[config.mk]
export PLATFORM = sky130hd
export DESIGN_NAME = input_event_record_generator_core
export DESIGN_NICKNAME = d
export VERILOG_FILES = /design/src/hdl/ierg_pkg.sv /design/src/hdl/ierg_rec_gen.sv /design/src/hdl/input_event_record_generator_core.sv
export VERILOG_INCLUDE_DIRS = /design/src /design/src/hdl
export SDC_FILE = /design/constraint.sdc
export NUM_CORES = 1
export LEC_CHECK = 0
export ABC_AREA = 1
export BUFFER_PORTS_ARGS = -buffer_cell sky130_fd_sc_hd__buf_2
export CORE_ASPECT_RATIO = 2
export CORE_MARGIN = 2
export CORE_UTILIZATION = 53
export DETAILED_ROUTE_END_ITERATION = 10
export PLACE_DENSITY = 0.91
export SLEW_MARGIN = 30
export SYNTH_ARGS = -nofsm -noshare
export SYNTH_HDL_FRONTEND = slang
export SYNTH_SLANG_ARGS = --single-unit
[constraint.sdc]
create_clock -name aclk -period 8.4 [get_ports aclk]
set_clock_uncertainty 0.05 [all_clocks]
set_input_delay 0.84 -clock aclk [delete_from_list [all_inputs] [get_ports aclk]]
set_output_delay 0.84 -clock aclk [all_outputs]
set_load 0.03 [all_outputs]
[src/hdl/input_event_record_generator_core_defines.svh]
// Assertion macros used by the RTL core.
`ifndef INPUT_EVENT_RECORD_GENERATOR_CORE_DEFINES_SVH
`define INPUT_EVENT_RECORD_GENERATOR_CORE_DEFINES_SVH

// Consequent checked in the same cycle as the antecedent.
`define IERG_ASSERT_SAME(lbl, ante, cons, msg) \
    lbl: assert property (@(posedge aclk) disable iff (!aresetn) (ante) |-> (cons)) \
        else $error(msg);

// Consequent checked in the cycle after the antecedent.
`define IERG_ASSERT_NEXT(lbl, ante, cons, msg) \
    lbl: assert property (@(posedge aclk) disable iff (!aresetn) (ante) |=> (cons)) \
        else $error(msg);

`endif

[src/hdl/ierg_pkg.sv]
package ierg_pkg;

    localparam int NUM_SLOTS = 7;
    localparam int NUM_BTNS  = 3;

    // event types
    localparam logic [1:0] EVT_SYNC = 2'd0;
    localparam logic [1:0] EVT_KEY  = 2'd1;
    localparam logic [1:0] EVT_REL  = 2'd2;
    localparam logic [1:0] EVT_ABS  = 2'd3;

    // device types
    localparam logic [1:0] DEV_KEYBOARD = 2'd0;
    localparam logic [1:0] DEV_MOUSE    = 2'd1;
    localparam logic [1:0] DEV_TABLET   = 2'd2;

    // report kinds
    localparam logic FUNC_KEY     = 1'b0;
    localparam logic FUNC_POINTER = 1'b1;

    localparam logic [15:0] AXIS_X     = 16'h0000;
    localparam logic [15:0] AXIS_Y     = 16'h0001;
    localparam logic [15:0] AXIS_WHEEL = 16'h0008;

    localparam logic [15:0] BTN_CODES [NUM_BTNS] = '{16'h0110, 16'h0111, 16'h0112};

    // record slots, in output order
    localparam logic [2:0] SLOT_FIRST  = 3'd0;  // key / X / rejected
    localparam logic [2:0] SLOT_SECOND = 3'd1;  // key sync / Y
    localparam logic [2:0] SLOT_WHEEL  = 3'd2;
    localparam logic [2:0] SLOT_LEFT   = 3'd3;
    localparam logic [2:0] SLOT_RIGHT  = 3'd4;
    localparam logic [2:0] SLOT_MIDDLE = 3'd5;
    localparam logic [2:0] SLOT_SYNC   = 3'd6;

    typedef struct packed {
        logic        func;
        logic        key_down;
        logic [15:0] key_id;
        logic [31:0] delta_x;
        logic [31:0] delta_y;
        logic [31:0] wheel_delta;
        logic [2:0]  button_bits;
    } report_t;

    typedef struct packed {
        logic [1:0]  event_type;
        logic [15:0] event_code;
        logic [31:0] event_value;
        logic        rejected;
        logic        last;
    } rec_t;

    typedef struct packed {
        logic [NUM_SLOTS-1:0] present;  // slots this report produces
        logic [NUM_SLOTS-1:0] sel;      // one-hot slot sent now
        logic                 accepted; // report matches the device type
    } slot_ctrl_t;

endpackage

[src/hdl/ierg_rec_gen.sv]
module ierg_rec_gen
    import ierg_pkg::*;
(
    input  report_t              report,
    input  logic [1:0]           device_type,
    input  logic [2:0]           prior_buttons,
    input  logic [NUM_SLOTS-1:0] done,
    output rec_t                 rec,
    output slot_ctrl_t           ctrl
);

    logic                 is_key;
    logic                 is_ptr;
    logic [1:0]           axis_type;
    logic [2:0]           btn_change;
    logic [NUM_SLOTS-1:0] present;
    logic [NUM_SLOTS-1:0] sel;
    logic                 accepted;
    logic [NUM_SLOTS-1:0] pend;
    logic [2:0]           slot;
    logic                 found;

    always_comb begin
        is_key     = (report.func == FUNC_KEY) && (device_type == DEV_KEYBOARD);
        is_ptr     = (report.func == FUNC_POINTER) &&
                     ((device_type == DEV_MOUSE) || (device_type == DEV_TABLET));
        axis_type  = (device_type == DEV_MOUSE) ? EVT_REL : EVT_ABS;
        btn_change = report.button_bits ^ prior_buttons;

        accepted = is_key || is_ptr;
        if (is_key) begin
            present = 7'b0000011;
        end else if (is_ptr) begin
            present = {1'b1, btn_change, (report.wheel_delta != 32'd0), 2'b11};
        end else begin
            present = 7'b0000001;
        end
    end

    // lowest outstanding slot goes next
    always_comb begin
        pend  = present & ~done;
        slot  = SLOT_FIRST;
        found = 1'b0;
        for (int i = 0; i < NUM_SLOTS; i++) begin
            if (pend[i] && !found) begin
                slot  = 3'(i);
                found = 1'b1;
            end
        end
        sel = found ? (NUM_SLOTS'(1) << slot) : '0;
    end

    assign ctrl = {present, sel, accepted};

    always_comb begin
        rec.event_type  = EVT_SYNC;
        rec.event_code  = '0;
        rec.event_value = '0;
        rec.rejected    = 1'b0;
        rec.last        = ((pend & ~sel) == '0);
        unique case (slot)
            SLOT_FIRST: begin
                if (is_key) begin
                    rec.event_type  = EVT_KEY;
                    rec.event_code  = report.key_id;
                    rec.event_value = {31'd0, report.key_down};
                end else if (is_ptr) begin
                    rec.event_type  = axis_type;
                    rec.event_code  = AXIS_X;
                    rec.event_value = report.delta_x;
                end else begin
                    rec.rejected    = 1'b1;
                end
            end
            SLOT_SECOND: begin
                if (is_ptr) begin
                    rec.event_type  = axis_type;
                    rec.event_code  = AXIS_Y;
                    rec.event_value = report.delta_y;
                end
            end
            SLOT_WHEEL: begin
                rec.event_type  = EVT_REL;
                rec.event_code  = AXIS_WHEEL;
                rec.event_value = report.wheel_delta;
            end
            SLOT_LEFT: begin
                rec.event_type  = EVT_KEY;
                rec.event_code  = BTN_CODES[0];
                rec.event_value = {31'd0, report.button_bits[0]};
            end
            SLOT_RIGHT: begin
                rec.event_type  = EVT_KEY;
                rec.event_code  = BTN_CODES[1];
                rec.event_value = {31'd0, report.button_bits[1]};
            end
            SLOT_MIDDLE: begin
                rec.event_type  = EVT_KEY;
                rec.event_code  = BTN_CODES[2];
                rec.event_value = {31'd0, report.button_bits[2]};
            end
            default: begin
                // trailing sync record, already the default values
                rec.event_type  = EVT_SYNC;
            end
        endcase
    end

endmodule

[src/hdl/input_event_record_generator_core.sv]
// Input event record generator.
// Slave channel (s_*): one key or pointer report per transfer; s_tuser carries
// the report kind. Master channel (m_*): one event record per transfer, with
// m_tlast high on the final record of each report's run.
// cfg_we/cfg_wdata set the device type (keyboard, mouse, tablet); write it
// only while no report is in flight.
// Flow: a report transfer is captured in the input register, and its records are
// loaded from there into the output register. Records then leave one per cycle
// while the receiver takes them; a report yields 1 (rejected), 2 (key) or 3 to 7
// (pointer) records, all passing through the single output register. The next report is
// taken in the same cycle as the previous report's last record is loaded.
// Reset clears the device type to keyboard, the remembered button state and all
// valid flags. When the receiver stalls, the current record holds on m_* and the
// held report waits in the input register; s_tready drops until the run moves on.
`include "input_event_record_generator_core_defines.svh"

module input_event_record_generator_core
    import ierg_pkg::*;
(
    input  logic         aclk,
    input  logic         aresetn,
    input  logic         cfg_we,
    input  logic [1:0]   cfg_wdata,
    input  logic         s_tvalid,
    output logic         s_tready,
    // [0] key_down, [16:1] key_id, [48:17] delta_x, [80:49] delta_y,
    // [112:81] wheel_delta, [115:113] button_bits, [119:116] zero
    input  logic [119:0] s_tdata,
    // [0] func
    input  logic [0:0]   s_tuser,
    output logic         m_tvalid,
    input  logic         m_tready,
    // [15:0] event_code, [47:16] event_value
    output logic [47:0]  m_tdata,
    // [1:0] event_type, [2] rejected
    output logic [2:0]   m_tuser,
    output logic         m_tlast
);

    logic [1:0]           device_type_reg;
    logic [2:0]           prior_reg;
    logic                 in_valid_reg;
    report_t              in_reg;
    logic [NUM_SLOTS-1:0] done_reg;
    logic [NUM_SLOTS-1:0] done_next;
    logic                 m_valid_reg;
    rec_t                 m_reg;
    rec_t                 rec;
    slot_ctrl_t           ctrl;
    logic                 load;
    logic                 run_end;

    ierg_rec_gen u_rec_gen (
        .report        (in_reg),
        .device_type   (device_type_reg),
        .prior_buttons (prior_reg),
        .done          (done_reg),
        .rec           (rec),
        .ctrl          (ctrl)
    );

    assign load     = in_valid_reg && (!m_valid_reg || m_tready);
    assign run_end  = load && rec.last;
    assign s_tready = !in_valid_reg || run_end;

    always_comb begin
        done_next = done_reg;
        if (load) begin
            done_next = rec.last ? '0 : (done_reg | ctrl.sel);
        end
    end

    always_ff @(posedge aclk) begin
        if (!aresetn) begin
            device_type_reg <= DEV_KEYBOARD;
            prior_reg       <= '0;
            in_valid_reg    <= 1'b0;
            done_reg        <= '0;
            m_valid_reg     <= 1'b0;
        end else begin
            if (cfg_we) begin
                device_type_reg <= cfg_wdata;
            end
            if (run_end && ctrl.accepted && (in_reg.func == FUNC_POINTER)) begin
                prior_reg <= in_reg.button_bits;
            end
            if (s_tready) begin
                in_valid_reg <= s_tvalid;
            end
            done_reg <= done_next;
            if (load) begin
                m_valid_reg <= 1'b1;
            end else if (m_tready) begin
                m_valid_reg <= 1'b0;
            end
        end
    end

    always_ff @(posedge aclk) begin
        if (s_tvalid && s_tready) begin
            in_reg.func        <= s_tuser[0];
            in_reg.key_down    <= s_tdata[0];
            in_reg.key_id      <= s_tdata[16:1];
            in_reg.delta_x     <= s_tdata[48:17];
            in_reg.delta_y     <= s_tdata[80:49];
            in_reg.wheel_delta <= s_tdata[112:81];
            in_reg.button_bits <= s_tdata[115:113];
        end
        if (load) begin
            m_reg <= rec;
        end
    end

    assign m_tvalid = m_valid_reg;
    assign m_tdata  = {m_reg.event_value, m_reg.event_code};
    assign m_tuser  = {m_reg.rejected, m_reg.event_type};
    assign m_tlast  = m_reg.last;

    `IERG_ASSERT_SAME(a_free_only_at_run_end, in_valid_reg && s_tready, run_end, "report released before its last record")
    `IERG_ASSERT_SAME(a_done_within_present, in_valid_reg, (done_reg & ~ctrl.present) == '0, "sent slot not part of the run")
    `IERG_ASSERT_SAME(a_reject_is_last, m_valid_reg && m_reg.rejected, m_reg.last, "rejected record not last")
    `IERG_ASSERT_NEXT(a_buttons_hold_mid_run, !run_end, $stable(prior_reg), "button state changed mid-run")

endmodule

# Word level (Yosys, flattened, before mapping)
# Index checks and enable logic that the tools add are counted.
dict set report op_classes {
  n_shift 1
  div 0
  bitwise 8
  n_eq_ne 7
  n_reduce_logical 32
  n_lt_le_gt_ge 0
  mux 26
  n_mul 0
  addsub 0
}
# cell count
set ops {}
lappend ops {{$pmux W48 S6} 1}
lappend ops {{$mux W50} 3}
lappend ops {{$reduce_bool A32 Y1} 1}
lappend ops {{$mux W7} 4}
lappend ops {{$and A7 B7 Y7} 2}
lappend ops {{$not A7 Y7} 2}
lappend ops {{$logic_and A1 B1 Y1} 13}
lappend ops {{$mux W1} 12}
lappend ops {{$mux W3} 3}
lappend ops {{$logic_not A1 Y1} 8}
lappend ops {{$pmux W2 S4} 1}
lappend ops {{$logic_not A7 Y1} 1}
lappend ops {{$or A7 B7 Y7} 1}
lappend ops {{$shl A1 B3 Y7 const A} 1}
lappend ops {{$eq A3 B2 Y1 const B} 2}
lappend ops {{$eq A3 B3 Y1 const B} 2}
lappend ops {{$logic_or A1 B1 Y1} 4}
lappend ops {{$mux W2} 2}
lappend ops {{$eq A3 B1 Y1 const B} 1}
lappend ops {{$logic_not A3 Y1} 1}
lappend ops {{$reduce_or A3 Y1} 1}
lappend ops {{$xor A3 B3 Y3} 1}
lappend ops {{$eq A2 B1 Y1 const B} 1}
lappend ops {{$eq A2 B2 Y1 const B} 1}
lappend ops {{4 further kinds} 5}
dict set report totals {
  wordCells 91
  mem_count 0
  ram_bits 0
  latchBits 0
  out_inout_bits 54
  mem_bits_ro 0
  regBits 183
}

# Longest topological paths before layout
dict set report logic_depth {
  depth_word 33
  depth_mapped 16
}

# Hierarchy
# A second synthesis with hierarchy kept.
dict set report unflattened {
  hier_cells 595
  hier_area_um2 7365.8
}
# module instances area_each_um2 seq_area_each_um2 cells_per_inst
set modules_own_cells {}
lappend modules_own_cells {input_event_record_generator_core 1 5612.9 5355.1 242}
lappend modules_own_cells {ierg_rec_gen 1 1752.9 0.0 353}

# Worst setup path before layout
# No wires, ideal clock.
dict set report synth_timing {
  path_type {reg-to-reg}
  start {register device_type_reg[0]}
  end {register in_reg[0] in the netlist's numbering, enable pin}
  required_time_ps 7756
  period_less_slack_ps 7571
  arrival_time_ps 6927
  n_path_buf 0
  path_stages_with_launch 16
  slack_ps 829
  cell_sequence {dfxtp_1 -> inv_1 -> ha_1 -> nand2_4 -> inv_2 -> nor2_4 -> nor2_4 -> nor2_8 -> inv_2 -> o21ai_1 -> nand2_1 -> nor2_1 -> nand3_2 -> o21ai_2 -> inv_2 -> nor2_1}
}
dict set report synth_between {
  elab_chain_cells 31
}
# item line_no
set synth_lines {}
lappend synth_lines {{from (decl)} input_event_record_generator_core.sv:40} ;# logic [1:0] device_type_reg;
lappend synth_lines {{from (signal assigned)} input_event_record_generator_core.sv:82} ;# device_type_reg <= cfg_wdata;
lappend synth_lines {{$eq A2 B1 Y1, or another cell as far along} ierg_rec_gen.sv:26} ;# ((device_type == DEV_MOUSE) || (device_type == DEV_TABLET));
lappend synth_lines {{$logic_or A1 B1 Y1 / $logic_and A1 B1 Y1 (equally long branches)} {ierg_rec_gen.sv:26, ierg_rec_gen.sv:24}}
lappend synth_lines {{$logic_and A1 B1 Y1 / $mux W7 (equally long branches)} {ierg_rec_gen.sv:25, ierg_rec_gen.sv:31}}
lappend synth_lines {{$mux W7 / $and A7 B7 Y7 (equally long branches)} {ierg_rec_gen.sv:33, ierg_rec_gen.sv:42}}
lappend synth_lines {{$mux W7 (*)} ierg_rec_gen.sv:31} ;# if (is_key) begin
lappend synth_lines {{$and A7 B7 Y7 (*)} ierg_rec_gen.sv:42} ;# pend = present & ~done;
lappend synth_lines {{$logic_and A1 B1 Y1} ierg_rec_gen.sv:46} ;# if (pend[i] && !found) begin
lappend synth_lines {{$mux W1} ierg_rec_gen.sv:46}
lappend synth_lines {{(+16 left out)} --}
lappend synth_lines {{$mux W7} ierg_rec_gen.sv:51} ;# sel = found ? (NUM_SLOTS'(1) << slot) : '0;
lappend synth_lines {{$not A7 Y7} ierg_rec_gen.sv:61} ;# rec.last = ((pend & ~sel) == '0);
lappend synth_lines {{$and A7 B7 Y7 (*)} ierg_rec_gen.sv:61}
lappend synth_lines {{$logic_not A7 Y1 (*)} ierg_rec_gen.sv:61}
lappend synth_lines {{$logic_and A1 B1 Y1 (*)} input_event_record_generator_core.sv:63} ;# assign run_end = load && rec.last;
lappend synth_lines {{$logic_or A1 B1 Y1 (*)} input_event_record_generator_core.sv:64} ;# assign s_tready = !in_valid_reg || run_end;
lappend synth_lines {{via s_tready} input_event_record_generator_core.sv:25} ;# output logic s_tready,
lappend synth_lines {{$logic_and A1 B1 Y1 (*)} input_event_record_generator_core.sv:100} ;# if (s_tvalid && s_tready) begin
lappend synth_lines {{to (decl)} input_event_record_generator_core.sv:43} ;# report_t in_reg;
# Mark *: on every way through the listed nets, which the timed path passes. The rest lies on a longest branch.
# A chain may end at the register's enable or synchronous reset.

# Worst setup path in the final report
dict set report layout_timing {
  start {register device_type_reg[0]}
  end {output port s_tready}
}
dict set report layout_between {
  elab_chain_cells 30
}
# item line_no
set layout_lines {}
lappend layout_lines {{$eq A2 B1 Y1, or another cell as far along} ierg_rec_gen.sv:26}
lappend layout_lines {{$logic_or A1 B1 Y1 / $logic_and A1 B1 Y1 (equally long branches)} {ierg_rec_gen.sv:26, ierg_rec_gen.sv:24}}
lappend layout_lines {{$logic_and A1 B1 Y1 / $mux W7 (equally long branches)} {ierg_rec_gen.sv:25, ierg_rec_gen.sv:31}}
lappend layout_lines {{$mux W7 / $and A7 B7 Y7 (equally long branches)} {ierg_rec_gen.sv:33, ierg_rec_gen.sv:42}}
lappend layout_lines {{$mux W7 (*)} ierg_rec_gen.sv:31}
lappend layout_lines {{$and A7 B7 Y7 (*)} ierg_rec_gen.sv:42}
lappend layout_lines {{$logic_and A1 B1 Y1} ierg_rec_gen.sv:46}
lappend layout_lines {{$mux W1} ierg_rec_gen.sv:46}
lappend layout_lines {{(+14 left out)} --}
lappend layout_lines {{$mux W3} ierg_rec_gen.sv:46}
lappend layout_lines {{$shl A1 B3 Y7} ierg_rec_gen.sv:51}
lappend layout_lines {{$mux W7} ierg_rec_gen.sv:51}
lappend layout_lines {{$not A7 Y7} ierg_rec_gen.sv:61}
lappend layout_lines {{$and A7 B7 Y7 (*)} ierg_rec_gen.sv:61}
lappend layout_lines {{$logic_not A7 Y1 (*)} ierg_rec_gen.sv:61}
lappend layout_lines {{$logic_and A1 B1 Y1 (*)} input_event_record_generator_core.sv:63}
lappend layout_lines {{$logic_or A1 B1 Y1 (*)} input_event_record_generator_core.sv:64}
lappend layout_lines {{to (decl)} input_event_record_generator_core.sv:25}
# Mark *: on every way between the ends. The rest lies on a longest branch, timed or not.

==> impl_metrics.csv <==
group,metric,value,unit
power_and_ir_drop,vdd_ir_drop_max,0.000162,V
min_path,hold_class,"reg -> reg",
synthesis,synth-seq-cells,183,
cells_and_area,area_delta_synth_final,22.4,%
synthesis,syn_area,7030,um2
critical_path,crit_start,"device_type_reg[0]",
global_route,antenna_found_initial,2,
die,start_util,0.541,
cells_and_area,nFillCells,903,
placed_design,dp_cells,835,
placed_design,globalplace.congestion,0.890,
clock_tree,cts.sinks,183,
route,first_pass_iters,5,
die,num_rows,59,
timing,setup_viol,0,
synthesis,ys_types,31,
timing,finalSetupTns,0,ps
synthesis,synth_edf_count,169,
synthesis,synth_ff_type,"edfxtp_1",
die,core,13000,um2
route,drt_iter0_markers,395,
global_route,grt_max_degree,73,
die,pin_count,182,
synthesis,ys.warnings.count,0,
clock_tree,worst_skew_pair.late_latency,430,ps
timing,fin_crit_sh,0.475,
critical_path,rr_startpoint,"device_type_reg[0]",
global_route,grt_use_total,0.233,
status,status,"finished clean",
synthesis,synth.area.top_cells,"edfxtp_1, nand2_1, dfxtp_1",
synthesis,yosys.area.top_type,"edfxtp_1",
clock_tree,htree_levels,4,
global_route,grt_pass1_vias,4895,
power_and_ir_drop,p_leak,3.45,nW
placed_design,placed_area,8040,um2
placed_design,dp_hpwl,11400,um
power_and_ir_drop,power_density,240,nW/um2
synthesis,syn_inst,520,
route,wl_per_cell,18.7,um
timing,grt_setup_unrepaired,"false",
route,viasPerCell,5.50,
clock_tree,cts_hold_buf,0,
die,die_w,85.4,um
route,ant_nets,0,
die,die_area,14300,um2
timing,fin_ws,4410,ps
synthesis,synthArstFlopShare,0,
cells_and_area,largest_register_ffs,117,
synthesis,syn_avg_cell_area,13.5,um2
power_and_ir_drop,p_clk_frac,0.363,
clock_tree,clockBufferDepth,2,
route,drcViolationCount,0,
clock_tree,numCtsBuffers,17,
critical_path,worstSetupPathType,"reg -> out",
cells_and_area,nets,832,
clock_tree,cts_tree,"yes",
flow_run,maxCapViolCount,0,
power_and_ir_drop,p_int,1.53,mW
min_path,holdCritStartpoint,"done_reg[2]",
timing,maxSlewViolCount,0,
critical_path,worstSetupEndpointType,"output port",
timing,max_slew_margin,0.429,
clock_tree,cts-root-buf,"clkbuf_16",
synthesis,synth_nets,650,
critical_path,arrival,3100,ps
global_route,overflow,0,
clock_tree,clkTransAtPathRegs,70,ps
critical_path,cp.required,7510,ps
route,routed_wl,16300,um
power_and_ir_drop,pwr-share-seq,0.530,
die,die_h,167,um
timing,fmax,251,MHz
power_and_ir_drop,power,2.07,mW
cells_and_area,stdcell_count,869,
clock_tree,postCtsSetupBuffers,0,
cells_and_area,final_cell_area,8610,um2
global_route,grt_pass1_wl,24800,um
critical_path,worst_setup_path_start_kind,"flop",
synthesis,synth_top_area_frac,0.722,
timing,final.min_clock_period,3990,ps
cells_and_area,final_layout_size_suffix_gt1_frac,0.339,
critical_path,crit_fanout,38,
power_and_ir_drop,switching_share,0.261,
synthesis,yosysSeqAreaShare,0.762,
placed_design,dp_slack,4680,ps
placed_design,io_buffers,177,
clock_tree,post_cts_resized,0,
timing,worstMarginPinSlew,856,ps
power_and_ir_drop,switching_power,0.540,mW
power_and_ir_drop,pwr-share-comb,0.107,
route,vias,4778,
timing,hold_viol,0,
==> cells in the final DEF (no fill, tap or decap), types with 3 or more instances in the layout <==
cell,synthesis,final
buf_2,5,177
edfxtp_1,169,169
nand2_1,104,104
nor2_1,57,56
nand3_1,42,42
nand4_1,34,34
inv_1,25,23
clkbuf_16,0,17
dfxtp_1,14,14
a21oi_1,10,10
inv_2,5,7
o21ai_0,7,7
nor2_4,5,6
inv_8,0,5
o21ai_2,4,4
nor2_2,4,4
buf_4,0,4
diode_2,0,3
nor2_8,3,3
nand2_2,3,3
inv_6,0,3
==> kinds of logic (layout without fill, tap and decap cells) <==
kind of cell | Yosys count | count (layout) | share of synthesized area
and+or+nand+nor | 257 | 257 | 0.177
DFF | 183 | 183 | 0.762
buffers and inverters | 48 | 242 | 0.0308
AOI/OAI and AO/OA | 28 | 28 | 0.0242
adders and majority gates | 2 | 2 | 0.00356
xor gates and xnor gates | 2 | 2 | 0.00249
other | 0 | 3 | 0
==> Yosys cell counts (all sizes together), types with 9 or more instances <==
cell type  count
o21ai         12
dfxtp         14
buf            9
a21oi         10
clkbuf         9
nand4         35
nor2          69
edfxtp       169
nand3         43
inv           30
nand2        108
==> path summary, 6_finish.rpt <==
kind                                    end  slack (ps)  cells past startpoint
worst min-delay path            done_reg[2]         420                      1
worst max register to register   in_reg[92]        4680                     16
worst min register to register  done_reg[2]         420                      1
worst max-delay path               s_tready        4410                     14
==> power groups by stage <==
stage	Sequential [mW]	Clock (mW)	Combinational, mW
CTS	1.10	0.760	0.222
floorplan	1.16	0	0.0973
detailed placement	1.12	0	0.221
global route	1.10	0.797	0.238
global placement	1.11	0	0.213
finish	1.10	0.752	0.221
==> critical path, stage by stage, from the launching register on <==
cell	delay [ps]
dfxtp_1	340
inv_1	60
ha_1	320
nand2_4	130
inv_2	300
nor2_4	240
nor2_4	70
nor2_8	120
inv_2	80
o21ai_1	130
nand2_1	60
nor2_1	190
nand3_2	200
o21ai_2	220
buf_2	230
==> final cells by class <==
cell class | instances | area (um2) | area share
Antenna cell | 3 | 7.51 | 0.000872
Clock buffer | 17 | 425 | 0.0494
Clock inverter | 14 | 133 | 0.0154
Inverter | 30 | 113 | 0.0131
Multi-Input combinational cell | 289 | 1470 | 0.171
Sequential cell | 183 | 5360 | 0.622
Tap cell | 152 | 190 | 0.0221
Timing Repair Buffer | 181 | 916 | 0.106
==> per-stage QoR <==
stage | hold WS [ps] | utilization
5_1_grt | 447 | 0.662
4_1_cts | 419 | 0.662
6_report | 418 | 0.662
3_3_place_gp | 400 | 0.619
3_5_place_dp | 403 | 0.619
2_1_floorplan | 382 | -
==> routing by layer <==
layer / routed length, um / GRT usage / up-vias
met3: 776 / 0.0436 / 41
met2: 9550 / 0.433 / 234
met1: 5360 / 0.245 / 2285
li1: - / - / 2218
met4: 603 / 0.112 / 0
met5: 0 / 0 / -
Power figures use the tool's default switching activity.
